<file path="src/rtl/core/lirs_pkg.sv">
// ----------------------------------------------------------------------------
// lirs_pkg: shared types and constants of the linear interpolation resampler
// Register widths, controller states and the command/status bundles that
// pass between the controller and the datapath.
// ----------------------------------------------------------------------------
package lirs_pkg;

  // step ratio register width (unsigned fixed point)
  localparam int RATIO_W = 24;
  // read phase width: holds phase below one plus the largest step
  localparam int PHASE_W = RATIO_W + 1;
  // longest run of results for one input sample
  localparam int MAX_RUN = 64;

  // controller states
  typedef enum logic [1:0] {
    ST_IDLE,
    ST_DECIDE,
    ST_MUL,
    ST_OUT
  } state_t;

  // controller to datapath commands
  typedef struct packed {
    logic cap_in;      // capture the accepted input sample
    logic prev_load;   // previous sample takes the captured sample
    logic phase_wrap;  // phase drops by one (input skipped)
    logic mul_en;      // register the difference products
    logic out_load;    // load the output register
    logic out_bypass;  // output register takes the captured sample as is
  } dp_cmd_t;

  // datapath to controller status
  typedef struct packed {
    logic bypass;        // ratio is exactly one
    logic phase_ge_one;  // current phase is at or above one
    logic sum_ge_one;    // phase plus step reaches one: this result ends the run
    logic out_free;      // output register can take a new result this cycle
  } dp_stat_t;

endpackage

</file>
<file path="src/rtl/core/lirs_if.sv">
// ----------------------------------------------------------------------------
// lirs_in_if / lirs_out_if: sample channels of the resampler
// Valid/ready channels; a transaction completes when valid and ready are high.
// ----------------------------------------------------------------------------
interface lirs_in_if #(
  parameter int SAMPLE_BITS = 16
) ();
  logic                          valid;
  logic                          ready;
  logic signed [SAMPLE_BITS-1:0] in_left;
  logic signed [SAMPLE_BITS-1:0] in_right;

  modport source (output valid, output in_left, output in_right, input ready);
  modport sink (input valid, input in_left, input in_right, output ready);
endinterface

interface lirs_out_if #(
  parameter int SAMPLE_BITS = 16
) ();
  logic                          valid;
  logic                          ready;
  logic signed [SAMPLE_BITS-1:0] out_left;
  logic signed [SAMPLE_BITS-1:0] out_right;
  logic                          last_of_run;

  modport source (output valid, output out_left, output out_right,
                  output last_of_run, input ready);
  modport sink (input valid, input out_left, input out_right,
                input last_of_run, output ready);
endinterface

</file>
<file path="src/rtl/core/lirs_ctrl.sv">
// ----------------------------------------------------------------------------
// lirs_ctrl: resampler sequencer
// Decides per input sample between bypass, priming, skipping and an
// interpolation run, and steps the datapath through the run.
// ----------------------------------------------------------------------------
module lirs_ctrl (
  input  logic              clk,
  input  logic              rst_n,
  input  logic              in_valid,
  output logic              in_ready,
  input  lirs_pkg::dp_stat_t stat,
  output lirs_pkg::dp_cmd_t  cmd
);
  import lirs_pkg::*;

  state_t state_r, state_nxt;
  logic   primed_r, primed_nxt;

  // state and primed flag
  always_ff @(posedge clk) begin
    if (!rst_n) begin
      state_r  <= ST_IDLE;
      primed_r <= 1'b0;
    end else begin
      state_r  <= state_nxt;
      primed_r <= primed_nxt;
    end
  end

  // next state and commands
  always_comb begin
    state_nxt  = state_r;
    primed_nxt = primed_r;
    cmd        = '0;
    in_ready   = 1'b0;
    case (state_r)
      ST_IDLE: begin
        in_ready = 1'b1;
        if (in_valid) begin
          cmd.cap_in = 1'b1;
          state_nxt  = ST_DECIDE;
        end
      end
      ST_DECIDE: begin
        if (stat.bypass) begin
          // pass through once the output register is free
          if (stat.out_free) begin
            cmd.prev_load  = 1'b1;
            cmd.out_load   = 1'b1;
            cmd.out_bypass = 1'b1;
            primed_nxt     = 1'b1;
            state_nxt      = ST_IDLE;
          end
        end else if (!primed_r) begin
          cmd.prev_load = 1'b1;
          primed_nxt    = 1'b1;
          state_nxt     = ST_IDLE;
        end else if (stat.phase_ge_one) begin
          // downsampling: skip this input
          cmd.prev_load  = 1'b1;
          cmd.phase_wrap = 1'b1;
          state_nxt      = ST_IDLE;
        end else begin
          state_nxt = ST_MUL;
        end
      end
      ST_MUL: begin
        cmd.mul_en = 1'b1;
        state_nxt  = ST_OUT;
      end
      ST_OUT: begin
        if (stat.out_free) begin
          cmd.out_load = 1'b1;
          if (stat.sum_ge_one) begin
            cmd.prev_load = 1'b1;
            state_nxt     = ST_IDLE;
          end else begin
            state_nxt = ST_MUL;
          end
        end
      end
      default: begin
        state_nxt = ST_IDLE;
      end
    endcase
  end

endmodule

</file>
<file path="src/rtl/core/lirs_dp.sv">
// ----------------------------------------------------------------------------
// lirs_dp: resampler datapath
// Holds ratio, phase and samples, forms prev + floor((cur - prev) * frac)
// with one registered multiplier per channel, and owns the output register.
// ----------------------------------------------------------------------------
module lirs_dp #(
  parameter int CHANNELS        = 2,
  parameter int SAMPLE_BITS     = 16,
  parameter int PHASE_FRAC_BITS = 16
) (
  input  logic                             clk,
  input  logic                             rst_n,
  input  logic                             cfg_we,
  input  logic [lirs_pkg::RATIO_W-1:0]     cfg_wdata,
  input  logic signed [SAMPLE_BITS-1:0]    in_left,
  input  logic signed [SAMPLE_BITS-1:0]    in_right,
  input  lirs_pkg::dp_cmd_t                cmd,
  output lirs_pkg::dp_stat_t               stat,
  output logic                             out_valid,
  input  logic                             out_ready,
  output logic signed [SAMPLE_BITS-1:0]    out_left,
  output logic signed [SAMPLE_BITS-1:0]    out_right,
  output logic                             out_last
);
  import lirs_pkg::*;

  localparam int PROD_W = SAMPLE_BITS + PHASE_FRAC_BITS + 2;
  localparam logic [PHASE_W-1:0] PHASE_ONE = PHASE_W'(1) << PHASE_FRAC_BITS;
  localparam logic [RATIO_W-1:0] MIN_STEP  = RATIO_W'(1) << (PHASE_FRAC_BITS - 6);

  logic [RATIO_W-1:0]            ratio_r;
  logic [PHASE_W-1:0]            phase_r, phase_nxt;
  logic signed [SAMPLE_BITS-1:0] cur_l_r, cur_r_r;
  logic signed [SAMPLE_BITS-1:0] prev_l_r, prev_r_r;
  logic signed [PROD_W-1:0]      prod_l_r, prod_r_r;
  logic                          out_valid_r, out_valid_nxt;
  logic signed [SAMPLE_BITS-1:0] out_l_r, out_r_r;
  logic                          out_last_r;

  logic [RATIO_W-1:0]            step;
  logic [PHASE_W-1:0]            phase_sum;
  logic signed [SAMPLE_BITS:0]   diff_l, diff_r;
  logic signed [PHASE_FRAC_BITS:0] frac_s;
  logic signed [PROD_W-1:0]      q_l, q_r;
  logic signed [SAMPLE_BITS:0]   res_l, res_r;

  // step with the lower clamp, next phase candidate
  assign step      = (ratio_r < MIN_STEP) ? MIN_STEP : ratio_r;
  assign phase_sum = phase_r + {1'b0, step};

  // status toward the controller
  assign stat.bypass       = ({1'b0, ratio_r} == PHASE_ONE);
  assign stat.phase_ge_one = (phase_r >= PHASE_ONE);
  assign stat.sum_ge_one   = (phase_sum >= PHASE_ONE);
  assign stat.out_free     = !out_valid_r || out_ready;

  // configuration register
  always_ff @(posedge clk) begin
    if (!rst_n) begin
      ratio_r <= PHASE_ONE[RATIO_W-1:0];
    end else if (cfg_we) begin
      ratio_r <= cfg_wdata;
    end
  end

  // phase update: skip wraps, each result steps, last result wraps too
  always_comb begin
    phase_nxt = phase_r;
    if (cmd.phase_wrap) begin
      phase_nxt = phase_r - PHASE_ONE;
    end else if (cmd.out_load && !cmd.out_bypass) begin
      phase_nxt = stat.sum_ge_one ? (phase_sum - PHASE_ONE) : phase_sum;
    end
  end

  always_ff @(posedge clk) begin
    if (!rst_n) begin
      phase_r  <= '0;
      prev_l_r <= '0;
      prev_r_r <= '0;
    end else begin
      phase_r <= phase_nxt;
      if (cmd.prev_load) begin
        prev_l_r <= cur_l_r;
        prev_r_r <= cur_r_r;
      end
    end
  end

  // input capture; right channel is zero for mono
  always_ff @(posedge clk) begin
    if (cmd.cap_in) begin
      cur_l_r <= in_left;
      cur_r_r <= (CHANNELS == 1) ? '0 : in_right;
    end
  end

  // difference times fractional phase, registered
  assign diff_l = {cur_l_r[SAMPLE_BITS-1], cur_l_r} - {prev_l_r[SAMPLE_BITS-1], prev_l_r};
  assign diff_r = {cur_r_r[SAMPLE_BITS-1], cur_r_r} - {prev_r_r[SAMPLE_BITS-1], prev_r_r};
  assign frac_s = $signed({1'b0, phase_r[PHASE_FRAC_BITS-1:0]});

  always_ff @(posedge clk) begin
    if (cmd.mul_en) begin
      prod_l_r <= PROD_W'(diff_l * frac_s);
      prod_r_r <= PROD_W'(diff_r * frac_s);
    end
  end

  // floor by arithmetic shift, then add to prev; result lies between samples
  assign q_l   = prod_l_r >>> PHASE_FRAC_BITS;
  assign q_r   = prod_r_r >>> PHASE_FRAC_BITS;
  assign res_l = {prev_l_r[SAMPLE_BITS-1], prev_l_r} + q_l[SAMPLE_BITS:0];
  assign res_r = {prev_r_r[SAMPLE_BITS-1], prev_r_r} + q_r[SAMPLE_BITS:0];

  // output register
  always_comb begin
    out_valid_nxt = out_valid_r;
    if (cmd.out_load) begin
      out_valid_nxt = 1'b1;
    end else if (out_ready) begin
      out_valid_nxt = 1'b0;
    end
  end

  always_ff @(posedge clk) begin
    if (!rst_n) begin
      out_valid_r <= 1'b0;
    end else begin
      out_valid_r <= out_valid_nxt;
    end
  end

  always_ff @(posedge clk) begin
    if (cmd.out_load) begin
      out_l_r    <= cmd.out_bypass ? cur_l_r : res_l[SAMPLE_BITS-1:0];
      out_r_r    <= cmd.out_bypass ? cur_r_r : res_r[SAMPLE_BITS-1:0];
      out_last_r <= cmd.out_bypass | stat.sum_ge_one;
    end
  end

  assign out_valid = out_valid_r;
  assign out_left  = out_l_r;
  assign out_right = out_r_r;
  assign out_last  = out_last_r;

endmodule

</file>
<file path="src/rtl/core/linear_interp_resampler_core.sv">
// ----------------------------------------------------------------------------
// linear_interp_resampler_core: linear interpolation sample rate converter
// Takes one stereo sample per input transaction and emits zero or more
// interpolated samples between the previous and the current one.
// ----------------------------------------------------------------------------
// Usage:
//   in_if  : valid/ready sample input (in_left, in_right).
//   out_if : valid/ready result output (out_left, out_right, last_of_run);
//            last_of_run marks the final result caused by an input sample.
//   cfg_we/cfg_wdata : step ratio write, unsigned fixed point with
//            PHASE_FRAC_BITS fraction bits; write it only while idle.
// Timing: an accepted sample is decided in the following cycle. Priming and skipped
//   inputs then return to idle; bypass waits for a free output register. An
//   interpolation run takes a multiplier state, then the add into the output
//   register, per result, and waits while that register is stalled; a run holds
//   at most MAX_RUN results. The per-channel multiplier is the paced unit.
// Reset: ratio returns to one (bypass), phase and history samples clear, the first
//   non-bypass sample only primes the history.
// Stall: the output register holds its result while out_if.ready is low; the
//   run waits on it, and a new input is taken as soon as the run is done even
//   if its last result is still waiting.
// ----------------------------------------------------------------------------
module linear_interp_resampler_core #(
  parameter int CHANNELS        = 2,
  parameter int SAMPLE_BITS     = 16,
  parameter int PHASE_FRAC_BITS = 16
) (
  input  logic                         clk,
  input  logic                         rst_n,
  lirs_in_if.sink                      in_if,
  lirs_out_if.source                   out_if,
  input  logic                         cfg_we,
  input  logic [lirs_pkg::RATIO_W-1:0] cfg_wdata
);
  import lirs_pkg::*;

  dp_cmd_t  cmd;
  dp_stat_t stat;

  // sequencer
  lirs_ctrl u_ctrl (
    .clk      (clk),
    .rst_n    (rst_n),
    .in_valid (in_if.valid),
    .in_ready (in_if.ready),
    .stat     (stat),
    .cmd      (cmd)
  );

  // arithmetic and storage
  lirs_dp #(
    .CHANNELS        (CHANNELS),
    .SAMPLE_BITS     (SAMPLE_BITS),
    .PHASE_FRAC_BITS (PHASE_FRAC_BITS)
  ) u_dp (
    .clk       (clk),
    .rst_n     (rst_n),
    .cfg_we    (cfg_we),
    .cfg_wdata (cfg_wdata),
    .in_left   (in_if.in_left),
    .in_right  (in_if.in_right),
    .cmd       (cmd),
    .stat      (stat),
    .out_valid (out_if.valid),
    .out_ready (out_if.ready),
    .out_left  (out_if.out_left),
    .out_right (out_if.out_right),
    .out_last  (out_if.last_of_run)
  );

endmodule

</file>
<file path="src/flat_wrapper.sv">
// flat-port wrapper written by rule: the top's interface ports become plain ports
module linear_interp_resampler_core_flat import lirs_pkg::*;
#(
  parameter int CHANNELS        = 2,
  parameter int SAMPLE_BITS     = 16,
  parameter int PHASE_FRAC_BITS = 16
)
  (clk, rst_n, cfg_we, cfg_wdata, in_if_valid, in_if_in_left, in_if_in_right, in_if_ready, out_if_valid, out_if_out_left, out_if_out_right, out_if_last_of_run, out_if_ready);
  lirs_in_if #(.SAMPLE_BITS(SAMPLE_BITS)) in_if_i ();
  lirs_out_if #(.SAMPLE_BITS(SAMPLE_BITS)) out_if_i ();
  input  logic clk;
  input  logic rst_n;
  input  logic cfg_we;
  input  logic [lirs_pkg::RATIO_W-1:0] cfg_wdata;
  input wire logic [$bits(in_if_i.valid)-1:0] in_if_valid;
  input wire logic [$bits(in_if_i.in_left)-1:0] in_if_in_left;
  input wire logic [$bits(in_if_i.in_right)-1:0] in_if_in_right;
  output wire logic [$bits(in_if_i.ready)-1:0] in_if_ready;
  output wire logic [$bits(out_if_i.valid)-1:0] out_if_valid;
  output wire logic [$bits(out_if_i.out_left)-1:0] out_if_out_left;
  output wire logic [$bits(out_if_i.out_right)-1:0] out_if_out_right;
  output wire logic [$bits(out_if_i.last_of_run)-1:0] out_if_last_of_run;
  input wire logic [$bits(out_if_i.ready)-1:0] out_if_ready;
  assign in_if_i.valid = in_if_valid;
  assign in_if_i.in_left = in_if_in_left;
  assign in_if_i.in_right = in_if_in_right;
  assign in_if_ready = in_if_i.ready;
  assign out_if_valid = out_if_i.valid;
  assign out_if_out_left = out_if_i.out_left;
  assign out_if_out_right = out_if_i.out_right;
  assign out_if_last_of_run = out_if_i.last_of_run;
  assign out_if_i.ready = out_if_ready;
  linear_interp_resampler_core #(.CHANNELS(CHANNELS), .SAMPLE_BITS(SAMPLE_BITS), .PHASE_FRAC_BITS(PHASE_FRAC_BITS)) u_core (.clk(clk), .rst_n(rst_n), .in_if(in_if_i), .out_if(out_if_i), .cfg_we(cfg_we), .cfg_wdata(cfg_wdata));
endmodule
</file>
<file path="config.mk">
export PLATFORM = sky130hd
export DESIGN_NAME = linear_interp_resampler_core_flat
export DESIGN_NICKNAME = d
export VERILOG_FILES = /design/src/rtl/core/lirs_pkg.sv /design/src/rtl/core/lirs_if.sv /design/src/rtl/core/lirs_ctrl.sv /design/src/rtl/core/lirs_dp.sv /design/src/rtl/core/linear_interp_resampler_core.sv /design/src/flat_wrapper.sv
export SDC_FILE = /design/constraint.sdc
export NUM_CORES = 2
export LEC_CHECK = 0
export ABC_CLOCK_PERIOD_IN_PS = 21600
export BUFFER_PORTS_ARGS = -buffer_cell sky130_fd_sc_hd__buf_2
export CAP_MARGIN = 10
export CORE_ASPECT_RATIO = 1.5
export CORE_MARGIN = 2
export CORE_UTILIZATION = 50
export DETAILED_ROUTE_END_ITERATION = 12
export HOLD_SLACK_MARGIN = 0.08
export PLACE_DENSITY = 0.74
export REMOVE_ABC_BUFFERS = 1
export SLEW_MARGIN = 20
export SYNTH_ARGS = -nofsm -noshare
export SYNTH_HDL_FRONTEND = slang
export SYNTH_SLANG_ARGS = --single-unit
</file>
<file path="constraint.sdc">
create_clock -name clk -period 21.6 [get_ports clk]
set_input_delay 2.16 -clock clk [delete_from_list [all_inputs] [get_ports clk]]
set_output_delay 2.16 -clock clk [all_outputs]
set_load 0.005 [all_outputs]
</file>
==> impl_metrics.py <==
metrics = {
    "sta": {
        "setup_viol": 0,
        "slew_viol_final": 0,
        "worst_slack_ns": 12.30,
        "fin_worst_skew_ns": 0.0169,
        "rsz0062_at_grt": "false",
        "maxSlewHeadroom": 0.215,
        "fin_crit_sh": 0.431,
        "finalSetupTns_ns": 0,
        "tightest_slew_ns": 1.16,
        "hold_viol_final": 0,
        "max_freq_mhz": 108,
        "fin_crit_ns": 9.30,
    },
    "worst_hold_path": {
        "hp-class": "reg -> reg",
    },
    "worst_setup_path": {
        "path_max_fanout": 33,
        "cp_common_cell": "fa_1",
        "endpoint_kind": "register",
        "max_stage_delay_ns": 0.81,
        "critical_path_buf_inv_count": 6,
        "critical_path.top_delay_family": "compound AO/OA/AOI/OAI gates",
        "crit_path_start_kind": "register",
        "cp_slowest_cell": "a211o_1",
        "path_class": "reg -> reg",
        "worstPathRequired_ns": 21.84,
        "arrival_ns": 9.54,
    },
    "finish": {
        "n_fill_cell": 5660,
        "fin_nets": 4408,
        "drive_gt1_frac": 0.0623,
        "syn2layout_area_growth_pct": 5.79,
        "stdcell_area_sq_mm": 0.0338,
    },
    "clock_tree": {
        "clockBufferDepth": 2,
        "cts_made_buffers": 17,
        "clk_latency_ns": 0.49,
        "cts.htree.levels": 4,
        "ctsResizeCount": 0,
        "cts_tree": "built",
        "ctsHoldBuffers": 0,
        "root_buffer": "clkbuf_16",
        "post_cts_buffers": 0,
        "cts.sinks": 182,
        "clkSlewWorstSetupHoldPaths_ns": 0.08,
    },
    "grt": {
        "grt_pass1_wl_mm": 132,
        "grt_usage": 0.257,
        "grt_overflow_total": 0,
        "grt_pass1_vias": 25700,
        "antenna_found_initial": 0,
        "grt_max_degree": 78,
    },
    "synthesis": {
        "synth_cells": 3589,
        "synth_cell_types": 84,
        "synth-seq-cells": 182,
        "synth_top_area_share": 0.327,
        "ys_top_cells_by_area": "fa_1, ha_1, edfxtp_1, inv_1, dfxtp_1",
        "synth_seq_area_share": 0.144,
        "synth_warnings": 0,
        "synthArstFlopShare": 0,
        "synth_top_area_cell": "fa_1",
        "synth_common_cells": "inv_1, fa_1, nand2_1",
        "syn_area_per_cell_sq_um": 8.90,
        "synthesis.area_sq_mm": 0.0319,
        "synth_edf_count": 97,
        "yosysMostFrequentCell": "inv_1",
        "synthFlopType": "edfxtp_1",
    },
    "placement": {
        "io_buffers": 95,
        "dp_hpwl_mm": 62.1,
        "gp_congestion": 0.899,
        "place_area_sq_mm": 0.0332,
        "pre_cts_slack_ns": 12.42,
    },
    "run": {
        "timing.max_cap.violations": 0,
    },
    "floorplanning": {
        "rows": 113,
        "dieArea_sq_mm": 0.0660,
        "initial_core_util": 0.505,
        "ios": 96,
        "die_w_microns": 210,
        "core_sq_mm": 0.0632,
        "chipHeight_microns": 314,
    },
    "route": {
        "antenna_left": 0,
        "vias": 24400,
        "avgViaCountPerCell": 5.55,
        "wire_per_inst_microns": 18.5,
        "drt-initial-drc-count": 1331,
        "drt-pass1-iter-count": 5,
        "routed_wl_mm": 81.2,
        "drc": 0,
    },
    "power_and_ir_drop": {
        "p_leak_nw": 16.9,
        "p_total_mw": 1.04,
        "vdd_drop_max_v": 0.0000591,
        "p_per_area_mw_per_mm2": 30.8,
    },
    "run_status": {
        "outcome": "complete, no violations",
    },
}
==> where the power goes <==
part | internal, mW | total, mW | leakage [nW] | switching [mW]
Sequential | 0.382 | 0.395 | 1.55 | 0.0137
Combinational | 0.101 | 0.309 | 15.1 | 0.208
Clock | 0.157 | 0.336 | 0.296 | 0.179
==> placed cells by master (no fill, tap or decap), types with 14 or more instances in the layout <==
cell,netlist,final
nor3b_1,21,21
buf_2,1,94
clkbuf_16,0,17
mux2i_1,59,59
and2_1,226,225
nand2b_1,42,42
nor4_1,18,18
fa_1,522,522
buf_4,0,47
dfxtp_1,85,84
nor2b_1,86,85
o21ai_0,66,66
inv_1,751,751
and3_1,34,34
nor2_1,118,117
a21o_1,31,31
o311ai_0,14,14
nand3_1,42,41
a31oi_1,17,17
xor2_1,37,35
nand2_1,402,401
o211ai_1,14,14
a21oi_1,83,81
or3_1,16,16
o21a_1,26,26
ha_1,256,256
edfxtp_1,97,97
nor3_1,54,54
xnor2_1,93,85
==> worst paths after layout <==
check | start | slack, ns | cells after the start | to
worst max-delay path | u_core.u_dp.prev_r_r[1] | 12.30 | 33 | u_core.u_dp.prod_r_r[29]
worst min-delay path | u_core.u_dp.prev_l_r[12] | 0.49 | 2 | u_core.u_dp.prev_l_r[12]
worst max register to register | u_core.u_dp.prev_r_r[1] | 12.30 | 33 | u_core.u_dp.prod_r_r[29]
worst min register to register | u_core.u_dp.prev_l_r[12] | 0.49 | 2 | u_core.u_dp.prev_l_r[12]
==> area by class of cell <==
class / count / area, sq um / area share
antenna: 1 / 2.50 / 0.0000741
clock buffer: 17 / 425 / 0.0126
multi-input combinational: 2475 / 23900 / 0.708
sequential: 182 / 4620 / 0.137
clock inverter: 15 / 185 / 0.00548
tap: 805 / 1010 / 0.0298
inverter: 752 / 2820 / 0.0835
timing repair buffer: 141 / 823 / 0.0244
==> tightest hold or removal path, delay by kind of cell, from the launching register on <==
| family | cells | cell delay (ns) |
|---|---|---|
| simple gates | 1 | 0.06 |
| mux | 1 | 0.06 |
| flops | 1 | 0.33 |
==> cells by family after synthesis <==
logic type	Yosys count	synth area share
buffers and inverters	932	0.111
multiplexers	60	0.0188
flip-flops	182	0.144
XOR/XNOR	130	0.0356
AO/OA/AOI/OAI	380	0.0811
AND/OR/NAND/NOR	1127	0.181
adder cells (fa/ha/maj)	778	0.427
==> routing by layer <==
layer | up-vias | part of all wire | track usage
met5 | - | 0 | 0
met4 | 0 | 0.057 | 0.141
met1 | 12100 | 0.38 | 0.297
li1 | 11200 | - | -
met2 | 807 | 0.52 | 0.463
met3 | 233 | 0.050 | 0.0284
==> stage by stage <==
step	hold WS [ns]	std cells	util
2_1_floorplan	0.455	3409	-
3_3_place_gp	0.468	4355	0.525
3_5_place_dp	0.475	4355	0.525
4_1_cts	0.488	4387	0.535
5_1_grt	0.507	4387	0.535
6_report	0.489	4388	0.535
==> flip-flops by register name, indices dropped and copies added, names as in the netlist <==
register and count:
u_core.u_dp.phase_r 25, u_core.u_dp.ratio_r 24, u_core.u_dp.cur_l_r 16, u_core.u_dp.cur_r_r 16
u_core.u_dp.out_left 16, u_core.u_dp.out_right 16, u_core.u_dp.prev_l_r 16, u_core.u_dp.prev_r_r 16
u_core.u_dp.prod_l_r 16, u_core.u_dp.prod_r_r 16, u_core.u_ctrl.state_r 2, u_core.u_ctrl.primed_r 1
u_core.u_dp.out_last 1, u_core.u_dp.out_valid 1
(Power assumes the default switching activity.)
